===== src/hw/rtl/easu_pkg.sv =====
`timescale 1ns / 1ps
// ----------------------------------------------------------------------------
// easu_pkg
// Shared types and constants of the encoder angle and speed update block.
// ----------------------------------------------------------------------------
package easu_pkg;

   localparam int TS_W       = 32;
   localparam int CNT_W      = 32;
   localparam int ANGLE_W    = 34;
   localparam int SPEED_W    = 32;
   localparam int WIN_W      = 31;
   localparam int TPS_W      = 30;
   localparam int NUM_W      = 64;
   localparam int REQ_DATA_W = 96;
   localparam int RSP_DATA_W = 72;
   localparam int CSR_ADDR_W = 3;
   localparam int CSR_DATA_W = 32;

   // two quotient bits per divider cycle
   localparam int DIV_CYCLES = NUM_W / 2;
   localparam int DIV_CNT_W  = $clog2(DIV_CYCLES);

   localparam logic [WIN_W-1:0] WINDOW_RESET = WIN_W'(21000000);
   localparam logic [TPS_W-1:0] TPS_RESET    = TPS_W'(84000000);

   localparam logic [SPEED_W-1:0] SPEED_MAX = {1'b0, {(SPEED_W-1){1'b1}}};
   localparam logic [SPEED_W-1:0] SPEED_MIN = {1'b1, {(SPEED_W-1){1'b0}}};

   typedef enum logic {
      REG_WINDOW = 1'b0,
      REG_TPS    = 1'b1
   } reg_sel_type;

   typedef enum logic {
      FUNC_RESTART = 1'b0,
      FUNC_POLL    = 1'b1
   } func_type;

   typedef struct packed {
      logic capture;
      logic multiply;
      logic div_init;
      logic div_step;
      logic saturate;
      logic finish;
   } cmd_type;

   typedef struct packed {
      logic update;
      logic slot_free;
   } status_type;

endpackage


===== src/hw/rtl/easu_csr.sv =====
`timescale 1ns / 1ps
// ----------------------------------------------------------------------------
// easu_csr
// Configuration registers: window length and timer rate, APB-style access.
// ----------------------------------------------------------------------------
module easu_csr (
   input  logic                                clock,
   input  logic                                reset,
   input  logic                                csr_psel,
   input  logic                                csr_penable,
   input  logic                                csr_pwrite,
   input  logic [easu_pkg::CSR_ADDR_W-1:0]     csr_paddr,
   input  logic [easu_pkg::CSR_DATA_W-1:0]     csr_pwdata,
   output logic [easu_pkg::CSR_DATA_W-1:0]     csr_prdata,
   output logic                                csr_pready,
   output logic [easu_pkg::WIN_W-1:0]          window_ticks,
   output logic [easu_pkg::TPS_W-1:0]          ticks_per_second
);

   logic [easu_pkg::WIN_W-1:0] window_ff;
   logic [easu_pkg::WIN_W-1:0] window_in;
   logic [easu_pkg::TPS_W-1:0] tps_ff;
   logic [easu_pkg::TPS_W-1:0] tps_in;
   logic                       wr_en;
   easu_pkg::reg_sel_type      sel;

   assign csr_pready = 1'b1;
   assign wr_en      = csr_psel & csr_penable & csr_pwrite & csr_pready;
   assign sel        = easu_pkg::reg_sel_type'(csr_paddr[2]);

   always_comb begin
      window_in = window_ff;
      tps_in    = tps_ff;
      if (wr_en) begin
         unique case (sel)
            easu_pkg::REG_WINDOW: window_in = csr_pwdata[easu_pkg::WIN_W-1:0];
            easu_pkg::REG_TPS:    tps_in    = csr_pwdata[easu_pkg::TPS_W-1:0];
            default: ;
         endcase
      end
   end

   always_comb begin
      unique case (sel)
         easu_pkg::REG_WINDOW: csr_prdata = {1'b0, window_ff};
         easu_pkg::REG_TPS:    csr_prdata = {2'b00, tps_ff};
         default:              csr_prdata = '0;
      endcase
   end

   always_ff @(posedge clock) begin
      if (reset) begin
         window_ff <= easu_pkg::WINDOW_RESET;
         tps_ff    <= easu_pkg::TPS_RESET;
      end else begin
         window_ff <= window_in;
         tps_ff    <= tps_in;
      end
   end

   assign window_ticks     = window_ff;
   assign ticks_per_second = tps_ff;

endmodule


===== src/hw/rtl/easu_ctrl.sv =====
`timescale 1ns / 1ps
// ----------------------------------------------------------------------------
// easu_ctrl
// Sequencer: capture; on update multiply, iterative divide, saturate; hand over result.
// ----------------------------------------------------------------------------
module easu_ctrl (
   input  logic                   clock,
   input  logic                   reset,
   input  logic                   req_tvalid,
   output logic                   req_tready,
   input  easu_pkg::status_type   status,
   output easu_pkg::cmd_type      cmd
);

   typedef enum logic [2:0] {
      ST_IDLE,
      ST_MUL,
      ST_DIV_INIT,
      ST_DIV,
      ST_SAT,
      ST_FINISH
   } state_type;

   state_type                         state_ff;
   state_type                         state_in;
   logic [easu_pkg::DIV_CNT_W-1:0]    cnt_ff;
   logic [easu_pkg::DIV_CNT_W-1:0]    cnt_in;
   logic                              accept;
   logic                              cnt_last;

   assign req_tready = (state_ff == ST_IDLE);
   assign accept     = req_tvalid & req_tready;
   assign cnt_last   = (cnt_ff == easu_pkg::DIV_CNT_W'(easu_pkg::DIV_CYCLES - 1));

   always_comb begin
      state_in = state_ff;
      cnt_in   = cnt_ff;
      cmd      = '0;
      unique case (state_ff)
         ST_IDLE: begin
            if (accept) begin
               cmd.capture = 1'b1;
               state_in    = status.update ? ST_MUL : ST_FINISH;
            end
         end
         ST_MUL: begin
            cmd.multiply = 1'b1;
            state_in     = ST_DIV_INIT;
         end
         ST_DIV_INIT: begin
            cmd.div_init = 1'b1;
            cnt_in       = '0;
            state_in     = ST_DIV;
         end
         ST_DIV: begin
            cmd.div_step = 1'b1;
            cnt_in       = cnt_ff + 1'b1;
            if (cnt_last) begin
               state_in = ST_SAT;
            end
         end
         ST_SAT: begin
            cmd.saturate = 1'b1;
            state_in     = ST_FINISH;
         end
         ST_FINISH: begin
            if (status.slot_free) begin
               cmd.finish = 1'b1;
               state_in   = ST_IDLE;
            end
         end
         default: state_in = ST_IDLE;
      endcase
   end

   always_ff @(posedge clock) begin
      if (reset) begin
         state_ff <= ST_IDLE;
         cnt_ff   <= '0;
      end else begin
         state_ff <= state_in;
         cnt_ff   <= cnt_in;
      end
   end

endmodule


===== src/hw/rtl/easu_datapath.sv =====
`timescale 1ns / 1ps
// ----------------------------------------------------------------------------
// easu_datapath
// Reference state, window test, 32x32 multiply, radix-4 restoring divider,
// saturation and the result register.
// ----------------------------------------------------------------------------
module easu_datapath (
   input  logic                                clock,
   input  logic                                reset,
   input  easu_pkg::cmd_type                   cmd,
   output easu_pkg::status_type                status,
   input  logic                                req_tuser,
   input  logic [easu_pkg::REQ_DATA_W-1:0]     req_tdata,
   input  logic [easu_pkg::WIN_W-1:0]          window_ticks,
   input  logic [easu_pkg::TPS_W-1:0]          ticks_per_second,
   output logic                                rsp_tvalid,
   input  logic                                rsp_tready,
   output logic [easu_pkg::RSP_DATA_W-1:0]     rsp_tdata,
   output logic                                rsp_tuser
);

   localparam int TS  = easu_pkg::TS_W;
   localparam int CW  = easu_pkg::CNT_W;
   localparam int AW  = easu_pkg::ANGLE_W;
   localparam int SW  = easu_pkg::SPEED_W;
   localparam int NW  = easu_pkg::NUM_W;

   // architectural state
   logic [TS-1:0]        window_start_ff, window_start_in;
   logic [CW-1:0]        ref_count_ff,    ref_count_in;
   logic [TS-1:0]        ref_change_ff,   ref_change_in;
   logic [AW-1:0]        held_angle_ff,   held_angle_in;
   logic [SW-1:0]        held_speed_ff,   held_speed_in;
   logic                 rsp_valid_ff,    rsp_valid_in;

   // working registers
   logic                 updated_ff;
   logic                 neg_ff;
   logic [CW-1:0]        mag_ff;
   logic [TS-1:0]        dt_ff;
   logic [31:0]          tps3_ff;
   logic [NW-1:0]        num_ff;
   logic [NW-1:0]        quo_ff;
   logic [TS-1:0]        rem_ff;
   logic [AW-1:0]        rsp_angle_ff;
   logic [SW-1:0]        rsp_speed_ff;
   logic                 rsp_upd_ff;

   logic [TS-1:0]        now_ts;
   logic [CW-1:0]        cur;
   logic [TS-1:0]        change_ts;
   easu_pkg::func_type   func;
   logic [TS-1:0]        elapsed;
   logic [TS-1:0]        win_dbl;
   logic                 poll_due;
   logic [CW:0]          delta;
   logic [CW:0]          delta_neg;
   logic [CW-1:0]        mag;
   logic [AW-1:0]        angle3;
   logic [TS:0]          r1, r2, d33, s1, s2;
   logic                 ge1, ge2;
   logic [TS-1:0]        rem1, rem2;
   logic [NW-1:0]        q1, q2;
   logic                 q_over_pos, q_over_neg;
   logic [SW-1:0]        speed_sat;
   logic [SW-1:0]        q_neg;

   assign now_ts    = req_tdata[TS-1:0];
   assign cur       = req_tdata[TS+CW-1:TS];
   assign change_ts = req_tdata[2*TS+CW-1:TS+CW];
   assign func      = easu_pkg::func_type'(req_tuser);

   always_comb begin
      elapsed   = now_ts - window_start_ff;
      win_dbl   = {window_ticks, 1'b0};
      poll_due  = (func == easu_pkg::FUNC_POLL)
                  && (elapsed > {1'b0, window_ticks})
                  && ((cur != ref_count_ff) || (elapsed > win_dbl));
      delta     = {cur[CW-1], cur} - {ref_count_ff[CW-1], ref_count_ff};
      delta_neg = (CW+1)'(0) - delta;
      mag       = delta[CW] ? delta_neg[CW-1:0] : delta[CW-1:0];
      angle3    = {{(AW-CW){cur[CW-1]}}, cur}
                  + {{(AW-CW-1){cur[CW-1]}}, cur, 1'b0};
   end

   assign status.update    = poll_due;
   assign status.slot_free = ~rsp_valid_ff | rsp_tready;

   // two restoring divide steps per cycle
   always_comb begin
      d33  = {1'b0, dt_ff};
      r1   = {rem_ff, quo_ff[NW-1]};
      ge1  = (r1 >= d33);
      s1   = r1 - d33;
      rem1 = ge1 ? s1[TS-1:0] : r1[TS-1:0];
      q1   = {quo_ff[NW-2:0], ge1};
      r2   = {rem1, q1[NW-1]};
      ge2  = (r2 >= d33);
      s2   = r2 - d33;
      rem2 = ge2 ? s2[TS-1:0] : r2[TS-1:0];
      q2   = {q1[NW-2:0], ge2};
   end

   always_comb begin
      q_over_pos = (|quo_ff[NW-1:SW-1]);
      q_over_neg = (|quo_ff[NW-1:SW]) | (quo_ff[SW-1] & (|quo_ff[SW-2:0]));
      q_neg      = SW'(0) - quo_ff[SW-1:0];
      if (num_ff == '0) begin
         speed_sat = '0;
      end else if (dt_ff == '0) begin
         speed_sat = neg_ff ? easu_pkg::SPEED_MIN : easu_pkg::SPEED_MAX;
      end else if (neg_ff) begin
         speed_sat = q_over_neg ? easu_pkg::SPEED_MIN : q_neg;
      end else begin
         speed_sat = q_over_pos ? easu_pkg::SPEED_MAX : quo_ff[SW-1:0];
      end
   end

   always_comb begin
      window_start_in = window_start_ff;
      ref_count_in    = ref_count_ff;
      ref_change_in   = ref_change_ff;
      held_angle_in   = held_angle_ff;
      held_speed_in   = held_speed_ff;
      rsp_valid_in    = rsp_valid_ff;
      if (cmd.capture) begin
         if (func == easu_pkg::FUNC_RESTART) begin
            window_start_in = now_ts;
            ref_count_in    = cur;
            ref_change_in   = change_ts;
            held_angle_in   = '0;
            held_speed_in   = '0;
         end else if (poll_due) begin
            window_start_in = now_ts;
            ref_count_in    = cur;
            ref_change_in   = change_ts;
            held_angle_in   = angle3;
         end
      end
      if (cmd.saturate) begin
         held_speed_in = speed_sat;
      end
      if (cmd.finish) begin
         rsp_valid_in = 1'b1;
      end else if (rsp_tready) begin
         rsp_valid_in = 1'b0;
      end
   end

   always_ff @(posedge clock) begin
      if (reset) begin
         window_start_ff <= '0;
         ref_count_ff    <= '0;
         ref_change_ff   <= '0;
         held_angle_ff   <= '0;
         held_speed_ff   <= '0;
         rsp_valid_ff    <= 1'b0;
      end else begin
         window_start_ff <= window_start_in;
         ref_count_ff    <= ref_count_in;
         ref_change_ff   <= ref_change_in;
         held_angle_ff   <= held_angle_in;
         held_speed_ff   <= held_speed_in;
         rsp_valid_ff    <= rsp_valid_in;
      end
   end

   always_ff @(posedge clock) begin
      if (cmd.capture) begin
         updated_ff <= poll_due;
         neg_ff     <= delta[CW];
         mag_ff     <= mag;
         dt_ff      <= change_ts - ref_change_ff;
         tps3_ff    <= {2'b00, ticks_per_second} + {1'b0, ticks_per_second, 1'b0};
      end
      if (cmd.multiply) begin
         num_ff <= NW'(mag_ff) * NW'(tps3_ff);
      end
      if (cmd.div_init) begin
         quo_ff <= num_ff;
         rem_ff <= '0;
      end else if (cmd.div_step) begin
         quo_ff <= q2;
         rem_ff <= rem2;
      end
      if (cmd.finish) begin
         rsp_angle_ff <= held_angle_ff;
         rsp_speed_ff <= held_speed_ff;
         rsp_upd_ff   <= updated_ff;
      end
   end

   assign rsp_tvalid = rsp_valid_ff;
   assign rsp_tdata  = {{(easu_pkg::RSP_DATA_W-AW-SW){1'b0}}, rsp_speed_ff, rsp_angle_ff};
   assign rsp_tuser  = rsp_upd_ff;

endmodule


===== src/hw/rtl/encoder_angle_speed_update.sv =====
`timescale 1ns / 1ps
// ----------------------------------------------------------------------------
// encoder_angle_speed_update
// Quadrature encoder angle and period-based speed, refreshed at most once per window.
// ----------------------------------------------------------------------------
// Usage:
//  req_* carries one poll or restart transaction (func in tuser; timestamp,
//  phase count and change time in tdata). rsp_* returns exactly one
//  transaction per request: held angle and speed, with tuser set when that
//  request refreshed them.
//  A restart or a poll that does not refresh goes from capture straight to
//  hand-over. A refreshing poll runs capture, 32x32 multiply, divider load,
//  the divider iterations at two quotient bits each, saturation, hand-over.
//  Requests are taken one at a time. The next one is accepted as soon as the
//  previous result sits in the output register, even while it is stalled. A
//  stalled receiver holds the result and blocks the next hand-over and with
//  it further requests. Reset clears the reference state and held values to
//  zero and loads the default window length and timer rate. Registers are
//  written via csr_* (window_ticks at 0x0, ticks_per_second at 0x4); the user
//  must do so only while the block is idle, which the block does not enforce.
// ----------------------------------------------------------------------------
module encoder_angle_speed_update (
   input  logic                                clock,
   input  logic                                reset,
   input  logic                                req_tvalid,
   output logic                                req_tready,
   // [31:0] now_ts, [63:32] phase_count, [95:64] change_ts
   input  logic [easu_pkg::REQ_DATA_W-1:0]     req_tdata,
   // [0] func
   input  logic                                req_tuser,
   output logic                                rsp_tvalid,
   input  logic                                rsp_tready,
   // [33:0] angle_tenths, [65:34] speed_tenths, [71:66] zero
   output logic [easu_pkg::RSP_DATA_W-1:0]     rsp_tdata,
   // [0] updated
   output logic                                rsp_tuser,
   input  logic                                csr_psel,
   input  logic                                csr_penable,
   input  logic                                csr_pwrite,
   input  logic [easu_pkg::CSR_ADDR_W-1:0]     csr_paddr,
   input  logic [easu_pkg::CSR_DATA_W-1:0]     csr_pwdata,
   output logic [easu_pkg::CSR_DATA_W-1:0]     csr_prdata,
   output logic                                csr_pready
);

   logic [easu_pkg::WIN_W-1:0]  window_ticks;
   logic [easu_pkg::TPS_W-1:0]  ticks_per_second;
   easu_pkg::cmd_type           cmd;
   easu_pkg::status_type        status;

   easu_csr u_csr (
      .clock            (clock),
      .reset            (reset),
      .csr_psel         (csr_psel),
      .csr_penable      (csr_penable),
      .csr_pwrite       (csr_pwrite),
      .csr_paddr        (csr_paddr),
      .csr_pwdata       (csr_pwdata),
      .csr_prdata       (csr_prdata),
      .csr_pready       (csr_pready),
      .window_ticks     (window_ticks),
      .ticks_per_second (ticks_per_second)
   );

   easu_ctrl u_ctrl (
      .clock      (clock),
      .reset      (reset),
      .req_tvalid (req_tvalid),
      .req_tready (req_tready),
      .status     (status),
      .cmd        (cmd)
   );

   easu_datapath u_datapath (
      .clock            (clock),
      .reset            (reset),
      .cmd              (cmd),
      .status           (status),
      .req_tuser        (req_tuser),
      .req_tdata        (req_tdata),
      .window_ticks     (window_ticks),
      .ticks_per_second (ticks_per_second),
      .rsp_tvalid       (rsp_tvalid),
      .rsp_tready       (rsp_tready),
      .rsp_tdata        (rsp_tdata),
      .rsp_tuser        (rsp_tuser)
   );

endmodule

===== config.mk =====
export PLATFORM = sky130hd
export DESIGN_NAME = encoder_angle_speed_update
export DESIGN_NICKNAME = d
export VERILOG_FILES = /design/src/hw/rtl/easu_pkg.sv /design/src/hw/rtl/easu_csr.sv /design/src/hw/rtl/easu_ctrl.sv /design/src/hw/rtl/easu_datapath.sv /design/src/hw/rtl/encoder_angle_speed_update.sv
export SDC_FILE = /design/constraint.sdc
export NUM_CORES = 2
export LEC_CHECK = 0
export ABC_AREA = 1
export BUFFER_PORTS_ARGS = -buffer_cell sky130_fd_sc_hd__buf_4
export CORE_MARGIN = 8
export CORE_UTILIZATION = 50
export DETAILED_ROUTE_END_ITERATION = 8
export PLACE_DENSITY = 0.7
export SLEW_MARGIN = 20
export SYNTH_ARGS = -nofsm -noshare
export SYNTH_HDL_FRONTEND = slang
export SYNTH_SLANG_ARGS = --single-unit

===== constraint.sdc =====
create_clock -name clock -period 26.9 [get_ports clock]
set_clock_uncertainty 0.2 [all_clocks]
set_input_delay 4.035 -clock clock [delete_from_list [all_inputs] [get_ports clock]]
set_output_delay 4.035 -clock clock [all_outputs]
set_load 0.02 [all_outputs]

# ---- After elaboration in Yosys (flattened, before gate mapping)
# Index checks and enable logic that the tools add are counted.
dict set report word_totals {
  register_bits 557
  out_inout_bits 108
  wordCells 113
}
dict set report classes {
  n_addsub 10
  n_mul 1
  n_lt_le_gt_ge 4
  n_eq_ne 12
  n_mux 39
  bitwise_logic 8
  reduce_logical 18
}
# op count
set ops {}
lappend ops {{$mux W32} 18}
lappend ops {{$mux W64} 2}
lappend ops {{$sub A32 B32 Y32} 4}
lappend ops {{$mux W34} 2}
lappend ops {{$ge A33 B32 Y1} 2}
lappend ops {{$logic_not A64 Y1} 1}
lappend ops {{$mul A32 B32 Y64} 1}
lappend ops {{$pmux W32 S2} 1}
lappend ops {{$sub A1 B32 Y32 const A} 2}
lappend ops {{$add A32 B33 Y34} 1}
lappend ops {{$reduce_or A33 Y1} 1}
lappend ops {{$sub A32 B32 Y33} 1}
lappend ops {{$add A30 B31 Y32} 1}
lappend ops {{$gt A32 B31 Y1} 1}
lappend ops {{$gt A32 B32 Y1} 1}
lappend ops {{$logic_not A32 Y1} 1}
lappend ops {{$ne A32 B32 Y1} 1}
lappend ops {{$reduce_or A32 Y1} 1}
lappend ops {{$reduce_or A31 Y1} 1}
lappend ops {{$pmux W3 S6} 1}
lappend ops {{$mux W3} 4}
lappend ops {{$mux W1} 10}
lappend ops {{$pmux W5 S2} 1}
lappend ops {{$reduce_and A2 Y1} 4}
lappend ops {{15 further kinds} 29}

# ---- Longest topological paths before layout
dict set report depth {
  word_depth 8
  mapped_depth 36
  depth_no_buf 34
}

# ---- Cells and area by module
# Synthesis repeated with hierarchy kept, for this count alone.
dict set report hier_totals {
  hier_cells 9369
  area_unflattened_um2 72005.3
}
# mod n_inst cells_per_inst area_per_inst_um2 seq_area_each_um2
set modules_own_cells {}
lappend modules_own_cells {easu_datapath 1 8856 68622.1 12702.2}
lappend modules_own_cells {easu_csr 1 446 2925.3 1221.2}
lappend modules_own_cells {easu_ctrl 1 67 457.9 160.2}

# ---- Worst setup path after synthesis
# OpenSTA, ideal clock, no wires.
dict set report synth_path {
  kind {input port to flip-flop}
  from {in rsp_tready}
  to {reg u_datapath.rsp_angle_ff[0], enable pin}
  arrival_time_ps 10418
  t_required_ps 26043
  path_slack_ps 15625
  path_stages 2
  path_cell_list {nor2_1 > nor4_1}
}
# item line_no
set synth_rtl {}
lappend synth_rtl {{from (decl)} encoder_angle_speed_update.sv:32} ;# input logic rsp_tready,
lappend synth_rtl {{to (signal assigned)} easu_datapath.sv:187} ;# rsp_angle_ff <= held_angle_ff;
lappend synth_rtl {{to (decl)} easu_datapath.sv:45} ;# logic [AW-1:0] rsp_angle_ff;

# ---- Worst setup path in the final report
dict set report layout_path {
  from {in req_tdata[0] (netlist name)}
  to {reg u_datapath.window_start_ff[1]}
}
dict set report layout_via {
  elab_chain_len 6
}
# item line_no
set layout_lines {}
lappend layout_lines {{from (decl)} encoder_angle_speed_update.sv:28} ;# input logic [easu_pkg::REQ_DATA_W-1:0] req_tdata,
lappend layout_lines {{$sub A32 B32 Y32 *} easu_datapath.sv:74} ;# elapsed = now_ts - window_start_ff;
lappend layout_lines {{$gt A32 B31 Y1 or $gt A32 B32 Y1 (tied branches)} {easu_datapath.sv:77, easu_datapath.sv:78}}
lappend layout_lines {{$logic_and A1 B1 Y1 or $logic_or A1 B1 Y1 (tied branches)} {easu_datapath.sv:77, easu_datapath.sv:78}}
lappend layout_lines {{$logic_and A1 B1 Y1 *} easu_datapath.sv:78} ;# && ((cur != ref_count_ff) || (elapsed > win_dbl));
lappend layout_lines {{$ne A2 B1 Y1 (no source line) *} -}
lappend layout_lines {{$reduce_and A2 Y1 (no source line) *} -}
lappend layout_lines {{to (signal assigned)} easu_datapath.sv:159} ;# window_start_ff <= window_start_in;
lappend layout_lines {{to (decl)} easu_datapath.sv:29} ;# logic [TS-1:0] window_start_ff, window_start_in;
# Every way passes the cells marked *; elsewhere a longest branch is shown, timed or not.
# A chain may end at the register's enable or synchronous reset.

==> results.md <==
* Post-Syn Instances at 9363
* Rows at 139
* CTS Buffer Depth at 3
* DRT Wirelength at around 200 mm
* Reg area at 0.0141 mm^2
* Xor/xnor share of the synthesized area at under 10%
* Routed Antenna Nets at 0
* IO Port Bufs at 235
* Final net count at 10993
* Die ar. at 0.156 mm^2
* Post-cts sizing count at 0
* Setup TNS at 0 ns
* Final Setup Violations at 0
* Final Slew Violations at 0
* Commonest non-fill, non-tap cell in the layout: nand2_1
* Non-filler cells, final at 11358
* CP required at 27.24 ns
* Largest family of logic cells by synthesized area: adder cells
* Seq/Total Area, Yosys at between 15 and 20%
* DR vias at slightly above 60000
* Grt total ovfl at 0
* Number of global-route vias before repair at 61215
* Layout area overhead at 7.43%
* Ratio of cells with drive above 1 in the final layout at 6.59%
* Vias per Instance at roughly 5.3
* Router iterations before antenna repair at 5
* Multi-input gate area at 0.0482 mm^2
* Max Cap Viol at 0
* Util after Layout at 54.0%
* Fmax at 0.101 GHz
* Clock transition at path regs at 0.06 ns
* Final min period at 9.91 ns
* Yosys Warn Count at 0
* CTS Hold Bufs at 0
* Mapped cell area at 0.0719 mm^2
* Slowest CP cell: nand3_4
* Die Ht at 395 um
* Post-DP HPWL at 157 mm
* Distinct cells, synth at 70
* Rel. slew slack at 31.6%
* All-layer global routing usage at 25.4%
* Number of remaining DRC errors at 0
* Multiplexer share of the synthesized area at 0.329%
* First-pass GRT wire length at 325 mm
* Worst-Margin Slew at 1.02 ns
* CP peak stage delay at roughly 0.75 ns
* Dpl cells at 11242
* Post-CTS Setup Bufs at 0
* Synth top area cells: fa_1 (25%), edfxtp_1 (12%), nand2_1 (11%), inv_1 (11%), ha_1 (9.6%)
* CP Class: in -> reg
* I/O pin total at 247
* Top_reg_cell synth: edfxtp_1
* Post-route clock period utilization at between 30% and 40%
* Largest net degree at the start of global routing at 172
* Synth Area in Compound Gates at 9.12%
* Crit-path max FO at 85
* RD Place Congestion at between 0.9 and 1
* CTS buffer count at 61
* Initial DRC count at 4553
* Synth area leader: fa_1
* Hold Crit Class: reg -> reg
* Worst-Skew Late Latency at 0.68 ns
* CTS Root Cell: clkbuf_16
* Sink Count at ~560
* TritonCTS clock tree: yes
* Filler cells at 13564
* Initial antenna violation count at 4
* Critical Path AT at about 10 ns
* RSZ-0062 raised after global routing: false
* Startpoint types: input pin
* Avg Inst Size Synth at about 7.7 um^2
* Most frequent cells in the layout: nand2_1 (2189), inv_1 (2156), fa_1 (903)
* Core area at approximately 0.14 mm^2
* WL per Instance at 17.8 um
* CP endpoint kind: flip-flop
* Simple-gate share of the synthesized area at 19.7%
* DIE WIDTH at between 300 and 400 um
* Number of synthesized flops with an enable pin at 293
* H-tree levels at 2
* Post-synthesis async set-or-reset flop share at 0%
* Synth top area share at 25.1%
* Final hold viol count at 0
* CP dominant cell by count: nand2_1
* Initial core utilization at 50.2%
* #FFs+latches synth at 557
* Status: finished, final reports clean
* Adder-Cell Fraction of Synth Area at 34.7%
[Yosys cell counts, types with 24 or more instances]
library cell / n
nor2_1: 634
a21oi_1: 541
ha_1: 549
a31oi_1: 41
clkbuf_1: 273
nand3_2: 86
a21oi_2: 27
xor2_1: 150
nand2_1: 2191
o21bai_1: 24
dfxtp_1: 264
buf_2: 25
inv_1: 2158
fa_1: 903
nand4_1: 69
o21ai_1: 45
edfxtp_1: 293
nand3_1: 252
nor4_1: 44
xnor2_1: 94
nor3_1: 59
o21ai_0: 333
a21o_1: 43
[sequential cells by signal (all words and copies together) (netlist names), 3 cells and up]
register                    flops
u_csr.ticks_per_second         30
u_csr.window_ticks             31
u_ctrl.cnt_ff                   5
u_ctrl.state_ff                 3
u_datapath.dt_ff               32
u_datapath.held_angle_ff       34
u_datapath.held_speed_ff       32
u_datapath.mag_ff              32
u_datapath.num_ff              64
u_datapath.quo_ff              64
u_datapath.ref_change_ff       32
u_datapath.ref_count_ff        32
u_datapath.rem_ff              32
u_datapath.rsp_angle_ff        34
u_datapath.rsp_speed_ff        32
u_datapath.tps3_ff             32
u_datapath.window_start_ff     32
[final cells by class]
cell class / count / share of cell area (%)
Multi-Input combinational cell: 6290 / 62.3
Sequential cell: 557 / 18.2
Inverter: 2174 / 10.6
Timing Repair Buffer: 318 / 3.12
Tap cell: 1903 / 3.08
Clock buffer: 74 / 2.19
Clock inverter: 39 / 0.468
Antenna cell: 3 / 0.00972
[per-stage QoR]
step / area, um^2 / setup WS, ns / hold WS, ns
after floorplan: 71900 / 15.62 / 0.200
after global placement: 75200 / 16.36 / 0.216
after detailed placement: 75200 / 16.23 / 0.214
after CTS: 77300 / 16.89 / 0.223
after global routing: 77300 / 16.54 / 0.228
final: 77300 / 16.99 / 0.222
[metal layers]
| metal | share of wire (%) | wire length (um) | vias to the layer above | track usage, % |
|---|---|---|---|---|
| li1 | - | - | 28689 | - |
| met1 | 43 | 86000 | 28949 | 34.4 |
| met2 | 46 | 93500 | 2261 | 42.0 |
| met3 | 7.6 | 15400 | 442 | 3.78 |
| met4 | 3.4 | 6870 | 0 | 7.64 |
| met5 | 0 | 0 | - | 0 |
[cells by family (layout without fill, tap and decap cells)]
logic type / count (synthesis) / count (layout)
DFF: 557 / 557
buffers and inverters: 2522 / 2605
muxes: 21 / 21
and+or+nand+nor: 3393 / 3393
other: 2 / 11
adders and majority gates: 1452 / 1452
AOI/OAI and AO/OA: 1170 / 1170
xor gates and xnor gates: 246 / 246
[critical path: cells and delay by family]
kind / cells / cell delay [ns]
adders and majority gates: 3 / 0.88
buffers and inverters: 4 / 0.85
xor gates and xnor gates: 1 / 0.21
AOI/OAI and AO/OA: 7 / 1.85
and+or+nand+nor: 14 / 2.30
[worst paths after layout]
kind,from,to,slack [ns],cells after the start
hold reg to reg,u_datapath.held_speed_ff[15],u_datapath.rsp_speed_ff[15],0.22,0
setup reg to reg,u_datapath.mag_ff[30],u_datapath.num_ff[56],18.33,28
hold / removal,u_datapath.held_speed_ff[15],u_datapath.rsp_speed_ff[15],0.22,0
setup / recovery,req_tdata[0],u_datapath.window_start_ff[1],16.99,29
Power is not shown: default switching activity piles up to over one toggle a cycle in this logic, so the estimate is an artifact.
